`src/rtl/sws_pkg.sv`:
```
// Package for the LIFO stack with depth search.
// Holds the word types, operation and status codes, and the cell shift modes.
// No dependencies.
package sws_pkg;

    typedef logic signed [31:0] t_data;

    typedef enum logic [1:0] {
        OP_PUSH = 2'd0,
        OP_POP  = 2'd1,
        OP_FIND = 2'd2,
        OP_NONE = 2'd3
    } t_op;

    typedef enum logic [1:0] {
        ST_OK        = 2'd0,
        ST_OVERFLOW  = 2'd1,
        ST_UNDERFLOW = 2'd2,
        ST_EMPTY     = 2'd3
    } t_status;

    // cell load select: keep, take neighbor nearer the top, take neighbor farther down
    typedef enum logic [1:0] {
        SH_HOLD      = 2'd0,
        SH_FROM_UP   = 2'd1,
        SH_FROM_DOWN = 2'd2
    } t_shift;

    typedef enum logic [1:0] {
        S_IDLE = 2'd0,
        S_FIND = 2'd1,
        S_DONE = 2'd2
    } t_state;

    typedef struct packed {
        t_op   operation;
        t_data value;
    } t_in_word;

    typedef struct packed {
        t_data      popped_value;
        logic       found;
        logic [7:0] position;
        t_status    status;
    } t_out_word;

endpackage

```
`src/rtl/sws_cell.sv`:
```
// One storage cell of the stack chain.
// Loads from its upper or lower neighbor or holds, as the shift mode says.
// Depends on sws_pkg.
module sws_cell (
    input  logic            i_clk,
    input  sws_pkg::t_shift i_shift,
    input  sws_pkg::t_data  i_from_up,
    input  sws_pkg::t_data  i_from_down,
    output sws_pkg::t_data  o_data
);
    import sws_pkg::*;

    t_data r_data;
    t_data n_data;

    always_comb begin
        unique case (i_shift)
            SH_HOLD:      n_data = r_data;
            SH_FROM_UP:   n_data = i_from_up;
            SH_FROM_DOWN: n_data = i_from_down;
            default:      n_data = r_data;
        endcase
    end

    always_ff @(posedge i_clk) begin
        r_data <= n_data;
    end

    assign o_data = r_data;

endmodule

```
`config.mk`:
```
export PLATFORM = sky130hd
export DESIGN_NAME = sws_cell
export DESIGN_NICKNAME = d
export VERILOG_FILES = /design/src/rtl/sws_pkg.sv /design/src/rtl/sws_cell.sv
export SDC_FILE = /design/constraint.sdc
export NUM_CORES = 1
export LEC_CHECK = 0
export ABC_AREA = 1
export BUFFER_PORTS_ARGS = -buffer_cell sky130_fd_sc_hd__buf_2
export CORE_ASPECT_RATIO = 0.9
export CORE_MARGIN = 2
export CORE_UTILIZATION = 41
export DETAILED_ROUTE_END_ITERATION = 10
export PLACE_DENSITY = 0.79
export SYNTH_ARGS = -nofsm -noshare
export SYNTH_HDL_FRONTEND = slang
export SYNTH_SLANG_ARGS = --single-unit
```
`constraint.sdc`:
```
create_clock -name i_clk -period 2.2 [get_ports i_clk]
set_input_delay 0.66 -clock i_clk [delete_from_list [all_inputs] [get_ports i_clk]]
set_output_delay 0.66 -clock i_clk [all_outputs]
set_load 0.05 [all_outputs]
```
## Word-level counts from Yosys, hierarchy flattened

Cells that the tools add are included.
W data, S select, Z words.

- Bits in registers: 32
- Input port bits: 67

- Equality and inequality tests: 2
- Mux-type cells: 1
- Reduce and logical (&&, ||, !) cells: 1

Operators by type and width:

| operator | number |
|---|---|
| $pmux W32 S2 | 1 |
| $eq A2 B1 Y1 const B | 1 |
| $eq A2 B2 Y1 const B | 1 |
| $reduce_bool A2 Y1 | 1 |

## Logic depth before layout (Yosys ltp)

Gate-level depths: netlist of the first run.

- Word-level depth: 2
- Mapped depth: 7

## Worst setup path before layout of the first run

Ideal clock, no wire load.

- Kind: in2reg
- Start: in i_shift[0]
- End: reg r_data[0] (netlist: o_data[0]), enable pin
- Arrival time: 1.598 ns
- Required time: 1.813 ns
- Slack: 0.215 ns
- Stages: 3
- Buffers on the path: 0
- Path through: inv_1 > ha_1 > inv_1

- Word-level cells in the longest chain between the ends: 2

Ends and longest elaborated chain:

| what | line | RTL |
|---|---|---|
| start: declaration | sws_cell.sv:6 | `input sws_pkg::t_shift i_shift,` |
| $eq A2 B2 Y1 or $eq A2 B1 Y1 (tied branches) | sws_cell.sv:17 | `unique case (i_shift)` |
| $reduce_bool A2 Y1 (no line) (*) | n/a |  |
| end signal: assignment | sws_cell.sv:26 | `r_data <= n_data;` |
| end: declaration | sws_cell.sv:13 | `t_data r_data;` |

Mark *: on every way between the ends. The rest lies on a longest branch, timed or not.
A chain may end at the register's enable or synchronous reset.

## Worst setup path in the final report of the first run

- Start: reg r_data[26] (netlist: o_data[26])
- End: out o_data[26]

RTL lines:

| what | line | RTL |
|---|---|---|
| end: declaration | sws_cell.sv:9 | `output sws_pkg::t_data o_data` |

No word-level cell between the ends.

==> flow_summary.ini, run 1 <==
[setup_path]
crit_family = flip-flops
path_max_fanout = 1
cp_slowest_cell = edfxtp_1
crit_path_cell_trace = buf_2
end_kind = output pin
required_ps = 1540
path_class = reg2out
crit_buf_inv = 1
crit_arrival_ps = 890
slowest_delay_ps = 390
start_kind = register

[clock_tree]
ctsRootBufferMaster = clkbuf_8
postCtsSetupBuffers = 0
clock_sinks = 32
clkTransAtPathRegs_ps = 60
postCtsHoldBufs = 0
cts_inserted_buffers = 5
cts_tree = done
clk_path_buf_depth = 2
h-tree-depth = 2
post_cts_resized = 0

[yosys]
ys_warn_count = 0
synthTopCellsByCount = nand2_1 (86), edfxtp_1 (32), nand2_2 (10), buf_6 (3), clkbuf_8 (3)
seq_area_frac_synth_pct = 65.3
synth_area_leaders = edfxtp_1 (65%), nand2_1 (22%), nand2_2 (4.2%)
synth-edff-count = 32
syn_inst = 139
synth.net_count = 207
avgSynthCellArea_um2 = 10.6
syn_area_um2 = 1470
synth_top_area_share_pct = 65.3
ys_seq_elements = 32
ys_types = 9
postSynth.asyncResetShare_pct = 0
yosysTopAreaCell = edfxtp_1
synth_flop_cell = edfxtp_1
synth.most_common_cell = nand2_1

[detailed_routing]
drt-pass1-iter-count = 4
final_antenna_net_count = 0
num_vias = 1254
drc_errors = 0
detail_route.wl_per_cell_um = 11.4
first_iter_violations = 98
wirelength_um = 3240
vias_per_cell = 4.40

[timing]
tns_ps = 0
setup_viol = 0
slew_headroom_pct = 72.8
period_minus_slack_ps = 1550
final_max_slew_viol_count = 0
rsz0062_at_grt = no
hold_viol_final = 0
setup_ws_ps = 652
worst_pin_slew_ps = 408
period_share_pct = 70.4
fmax_mhz = 646

[cells_and_area]
fin_nets = 308
post-route-util_pct = 60.7
final_cell_count_no_fill = 285
largest_register_ffs = 32
drive_above_1_share_pct = 49.4
syn_to_final_growth_pct = 40.3
design_area_um2 = 2070
fillerInstances = 319
insertedDiodeCount = 0

[floorplanning]
die_x_um = 67.2
rows = 20
placeableCoreArea_um2 = 3400
start_util_pct = 43.3
ioPinCount = 99
die_h_um = 60.9
fp.dieArea_um2 = 4090

[outcome]
status = completed

[grt]
grtUsageMet2_pct = 31.0
grt_pass1_wl_um = 4840
grt_antenna_before_repair = 0
grt_max_degree = 33
grtUsageTotal_pct = 16.5
grt_remaining_overflow = 0
grt-busiest-layer = met2
grtUsageMet3_pct = 4.27
grt_pass1_vias = 1242
use_met1_pct = 17.1

[pwr]
comb_power_share_pct = 29.6
p_sw_mw = 0.641
p_int_mw = 1.24
p_per_area_nw_per_um2 = 913
swShare_pct = 34.0
clockPowerShare_pct = 28.1
vdd_ir_drop_max_uv = 513
p_leak_nw = 1.08
seqPwrFrac_pct = 42.3

[job]
max_cap_viol_count = 0

[place]
placed_cell_area_um2 = 1960
post-dp-hpwl_um = 2550
routabilityCongestion = 0.764
port_buffers = 98
place_ws_ps = 407
dpl.cell_count = 277

[hold_path]
hold_path.class = in2reg
power by group through the flow:
| stage | clock network [mW] | logic, mW | registers (mW) |
|---|---|---|---|
| 6_report | 0.530 | 0.559 | 0.797 |
| 5_1_grt | 0.576 | 0.589 | 0.804 |
| 4_1_cts | 0.545 | 0.564 | 0.799 |
| 3_5_place_dp | 0 | 0.563 | 0.812 |
| 3_3_place_gp | 0 | 0.559 | 0.805 |
| 2_1_floorplan | 0 | 0.0919 | 1.13 |
stage by stage:
| step | hold WS [ps] | power [mW] |
|---|---|---|
| 6_report | 645 | 1.89 |
| 4_1_cts | 640 | 1.91 |
| 3_3_place_gp | 923 | 1.36 |
| 3_5_place_dp | 929 | 1.37 |
| 2_1_floorplan | 833 | 1.22 |
| 5_1_grt | 643 | 1.97 |
layout make-up:
type                            count  area, um^2  share of cell area (%)
Timing Repair Buffer              101         526                    25.4
Multi-Input combinational cell     97         398                    19.3
Inverter                            3        18.8                   0.909
Tap cell                           44        55.1                    2.67
Clock buffer                        6        72.6                    3.51
Clock inverter                      2        35.0                    1.70
Sequential cell                    32         961                    46.5
logic make-up (layout without fill, tap and decap cells):
| family | after synthesis | after routing | share of synthesized area, % |
|---|---|---|---|
| fa+ha+maj | 1 | 1 | 0.849 |
| buf+inv | 10 | 112 | 7.73 |
| flops | 32 | 32 | 65.3 |
| simple gates | 96 | 96 | 26.2 |
placed cells by master (no fill, tap or decap):
cell / n
bufinv_16: 1
clkinv_2: 1
buf_4: 2
clkbuf_1: 1
inv_1: 2
inv_8: 1
nand2_1: 86
ha_1: 1
buf_2: 98
clkbuf_8: 5
edfxtp_1: 32
nand2_2: 10
buf_12: 1
layer usage:
layer,part of all wire (%),wire length (um)
met4,1.8,57
met1,38,1220
met2,56,1810
met5,0,0
met3,4.7,152
worst paths after layout:
check	endpoint	cells past startpoint	startpoint	slack (ps)
setup / recovery	o_data[26]	1	o_data[26]$_DFFE_PP_	650
hold / removal	o_data[27]$_DFFE_PP_	3	i_from_up[27]	640
Note: power is estimated with default switching activity, not from simulation.
==> run 2, diff against run 1 <==
Settings changed: ABC_AREA 1 to 0, CORE_UTILIZATION 41 to 38, PLACE_DENSITY 0.79 to 0.76.
Clock period 2.2 ns to 1.29 ns, I/O delays scaled along.
==> run 2 against run 1 <==
Net effect:
- via count down 19%
- sequential share of layout area down 3.7 points
- non-clock buffer count up 2
- sequential power up 71%
- synthesized cell count down 49%
- setup slack worse by 630 ps
- cell area up 8.6%
- cell count down 21%
- flip-flop and latch count unchanged
- power up 77%
- critical endpoint is now o_data[16]
- largest cell class unchanged
==> flow_summary.ini, run 2 <==
[outcome]
status = completed

[place]
post-dp-hpwl_um = 2590
routabilityCongestion = 0.893
port_buffers = 98

[yosys]
synth_area_leaders = edfxtp_1 (63%), mux2_4 (30%), buf_12 (3.9%)
synth_flop_cell = edfxtp_1
seq_area_frac_synth_pct = 63.0
ys_warn_count = 0
synth_top_area_share_pct = 63.0
synthTopCellsByCount = edfxtp_1 (32), mux2_4 (30), buf_12 (3), inv_1 (2), mux2_2 (2)
synth-edff-count = 32
syn_inst = 71
synth.net_count = 139
synth.most_common_cell = edfxtp_1
yosysTopAreaCell = edfxtp_1
postSynth.asyncResetShare_pct = 0
syn_area_um2 = 1530
ys_types = 7
ys_seq_elements = 32
avgSynthCellArea_um2 = 21.5

[setup_path]
path_max_fanout = 1
required_ps = 900
crit_arrival_ps = 880
crit_family = flip-flops
crit_buf_inv = 1
crit_cells = 1
crit_path_cell_trace = buf_2
cp_slowest_cell = edfxtp_1
end_kind = output pin
path_class = reg2out
slowest_delay_ps = 380
start_kind = register

[cells_and_area]
syn_to_final_growth_pct = 47.1
multi_input_area_um2 = 498
drive_above_1_share_pct = 81.5
insertedDiodeCount = 0
fillerInstances = 314
largest_register_ffs = 32
fin_nets = 245
final_cell_mix = buf_2 (89), edfxtp_1 (32), mux2_4 (30), buf_4 (9), clkbuf_8 (5)
final_common_cell = buf_2
ff_latch_area_um2 = 961

[timing]
slew_headroom_pct = 82.9
holdWs_ps = 411
hold_viol_final = 0
period_minus_slack_ps = 1270
period_share_pct = 98.3
final_max_slew_viol_count = 0
tns_ps = 0
setup_viol = 0
fmax_mhz = 789
worst_pin_slew_ps = 259
rsz0062_at_grt = no

[floorplanning]
fp.dieArea_um2 = 4540
die_x_um = 70.8
rows = 21
ioPinCount = 99
die_h_um = 64.1
start_util_pct = 40.3
placeableCoreArea_um2 = 3780

[grt]
grtUsageTotal_pct = 14.6
grtUsageMet2_pct = 23.4
grt_antenna_before_repair = 0
grt_pass1_wl_um = 4860
grt_pass1_vias = 1007
grt_max_degree = 21
grtUsageMet3_pct = 5.84
grt_remaining_overflow = 0
grt-busiest-layer = met2
use_met1_pct = 16.6

[detailed_routing]
first_iter_violations = 71
vias_per_cell = 4.54
final_antenna_net_count = 0
drt-pass1-iter-count = 4
drc_errors = 0
wirelength_um = 3230
num_vias = 1016
detail_route.wl_per_cell_um = 14.4

[hold_path]
hold_path.class = in2reg
worst_hold_path.num_cells = 2

[clock_tree]
cts_inserted_buffers = 5
clkTransAtPathRegs_ps = 60
clk_path_buf_depth = 2
clock_sinks = 32
postCtsHoldBufs = 0
postCtsSetupBuffers = 0
h-tree-depth = 2
cts_tree = done
ctsRootBufferMaster = clkbuf_8

[pwr]
p_leak_nw = 1.05
p_per_area_nw_per_um2 = 1480
vdd_ir_drop_max_uv = 637

[job]
max_cap_viol_count = 0
## run 2: cell types whose count changed after synthesis, moves of 2 or more
| cell | delta |
|---|---|
| mux2_2 | +2 |
| clkbuf_8 | -3 |
| buf_6 | -2 |
| nand2_1 | -86 |
| buf_12 | +2 |
| nand2_2 | -10 |
| mux2_4 | +30 |
## run 2: kinds of logic (layout without fill, tap and decap cells)
kind of cell	Yosys count	count (layout)	share of synthesized area [%]
adders and majority gates	1	1	0.820
buffers and inverters	6	113	5.17
DFF	32	32	63.0
muxes	32	32	31.0
## run 2: layer usage
metal  routed length [um]  vias to the layer above  share of wire (%)
li1                     -                      485                  -
met1                 1170                      460                 36
met2                 1660                       64                 52
met3                  329                        7                 10
met4                   63                        0                2.0
met5                    0                        -                  0
## run 2: timing repair
action                                  4_1_cts  5_1_grt
hold endpoints to repair                      0        0
endpoints found under the setup margin        0        9
gates resized for setup                       0       17
## run 2: report_power, final
group          internal, mW  switching (mW)  total (mW)
clock network         0.573           0.348       0.921
registers              1.32          0.0402        1.36
logic                 0.349           0.698        1.05
## run 2: layout make-up
class	count	area share, %
tap	46	2.57
inverter	2	0.837
clock buffer	6	3.23
multi-input combinational	33	22.2
clock inverter	2	1.56
sequential	32	42.8
timing repair buffer	103	26.8
## run 2: worst paths after layout
| kind | startpoint | end | slack (ps) |
|---|---|---|---|
| setup / recovery | o_data[16]$_DFFE_PP_ | o_data[16] | 20 |
| hold / removal | i_from_down[15] | o_data[15]$_DFFE_PP_ | 410 |
## run 2: metrics by stage
stage	util [%]	worst slack [ps]	area, um^2	power [mW]	std cells
after floorplan	-	-174	1550	2.13	71
after global placement	55.9	-186	2110	2.39	216
after detailed placement	55.9	-211	2110	2.42	216
after CTS	58.7	5.78	2220	3.35	224
after global routing	59.3	1.22	2240	3.48	224
final	59.3	22.5	2240	3.33	224
==> run 3, diff against run 2 <==
Settings changed: ABC_AREA 0 to 1, CORE_UTILIZATION 38 to 37, PLACE_DENSITY 0.76 to 0.75.
==> run 3 against run 2 <==
Net effect:
- utilization fell by 2.3 points
- power fell by 2.2%
- flip-flop and latch count did not move
- first-iteration DRC count fell by 9.9%
- combinational power fell by 5%
- critical endpoint unchanged
==> flow_summary.ini, run 3 (synthesized netlist as in run 1, its figures left out) <==
[setup_path]
start_kind = register
crit_path_cell_trace = buf_4
slowest_delay_ps = 380
path_max_fanout = 1
required_ps = 900
crit_buf_inv = 1
cp_slowest_cell = edfxtp_1
crit_arrival_ps = 860
crit_family = flip-flops
path_class = reg2out
end_kind = output pin

[clock_tree]
clkTransAtPathRegs_ps = 60
clk_path_buf_depth = 2
postCtsHoldBufs = 0
cts_inserted_buffers = 5
postCtsSetupBuffers = 0
ctsRootBufferMaster = clkbuf_8
post_cts_resized = 1
clock_sinks = 32
cts_tree = done
h-tree-depth = 2

[pwr]
fin_total_pwr_mw = 3.26
p_leak_nw = 1.09
p_per_area_nw_per_um2 = 1520
vdd_ir_drop_max_uv = 521

[timing]
setup_viol = 0
period_share_pct = 96.5
rsz0062_at_grt = no
slew_headroom_pct = 82.9
worst_pin_slew_ps = 258
tns_ps = 0
fmax_mhz = 803
setup_ws_ps = 44.9
period_minus_slack_ps = 1250
hold_viol_final = 0
final_max_slew_viol_count = 0

[floorplanning]
fp.dieArea_um2 = 4500
die_h_um = 63.9
ioPinCount = 99
die_x_um = 70.5
rows = 21
placeableCoreArea_um2 = 3760
start_util_pct = 39.2

[cells_and_area]
drive_above_1_share_pct = 50.8
final_cell_count_no_fill = 288
fin_nets = 309
final_cell_mix = buf_2 (93), nand2_1 (86), edfxtp_1 (32), nand2_2 (10)
insertedDiodeCount = 0
post-route-util_pct = 57.0
final_common_cell = buf_2
largest_register_ffs = 32
syn_to_final_growth_pct = 45.4
fillerInstances = 347

[detailed_routing]
num_vias = 1247
final_antenna_net_count = 0
wirelength_um = 3130
vias_per_cell = 4.33
drt-pass1-iter-count = 4
first_iter_violations = 64
detail_route.wl_per_cell_um = 10.9
drc_errors = 0

[place]
port_buffers = 98
place_ws_ps = -64.7
routabilityCongestion = 0.707
post-dp-hpwl_um = 2430
dpl.cell_count = 280

[hold_path]
holdPathEnd = o_data[22]$_DFFE_PP_
worst_hold_path.num_cells = 3
hold_path.class = in2reg
hp-start = i_from_up[22]

[grt]
grt_max_degree = 33
grtUsageTotal_pct = 14.7
grt_pass1_vias = 1179
grt_pass1_wl_um = 5060
grt_antenna_before_repair = 0
grt_remaining_overflow = 0

[job]
max_cap_viol_count = 0

[outcome]
status = completed
[run 3: cell count changes in the layout (fill, tap and decap cells not counted), sizes merged]
cell / previous run / this run
clkbuf: 7 / 6
inv: 1 / 2
nand2: 0 / 96
mux2: 32 / 0
[run 3: worst max path at each step]
stage                         start                   end  slack (ps)  depth (start not counted)
2_1_floorplan            i_shift[0]   o_data[0]$_DFFE_PP_        -170                          3
3_3_place_gp             i_shift[0]  o_data[29]$_DFFE_PP_         -60                          5
3_5_place_dp             i_shift[0]  o_data[25]$_DFFE_PP_         -60                          5
4_1_cts        o_data[20]$_DFFE_PP_            o_data[20]          10                          1
5_1_grt        o_data[30]$_DFFE_PP_            o_data[30]         0.1                          1
6_report       o_data[16]$_DFFE_PP_            o_data[16]          40                          1
[run 3: area by class of cell]
class,count,area (um^2),share of cell area [%]
clock buffers,6,72.6,3.39
clock inverters,2,35.0,1.64
inverters,3,30.0,1.40
multi-input cells,97,410,19.2
flip-flops and latches,32,961,44.9
well taps,46,57.6,2.69
repair buffers,102,574,26.8
[run 3: where the power goes]
part	internal [mW]	switching [mW]	leakage (nW)
clock	0.572	0.327	0.0552
sequential	1.33	0.0358	0.312
combinational	0.264	0.733	0.722
total	2.16	1.10	1.09
[run 3: layer usage]
metal	global-route usage [%]	share of wire, %	vias up
met4	5.05	0.89	0
met3	6.47	11	2
met2	25.8	50	60
met5	0	0	-
li1	-	-	646
met1	15.9	38	539
[run 3: through the flow]
step                instance area, um^2  hold slack [ps]
finish                             2140              377
global route                       2140              375
CTS                                2130              367
detailed placement                 2020              660
global placement                   2020              656
floorplan                          1500              560
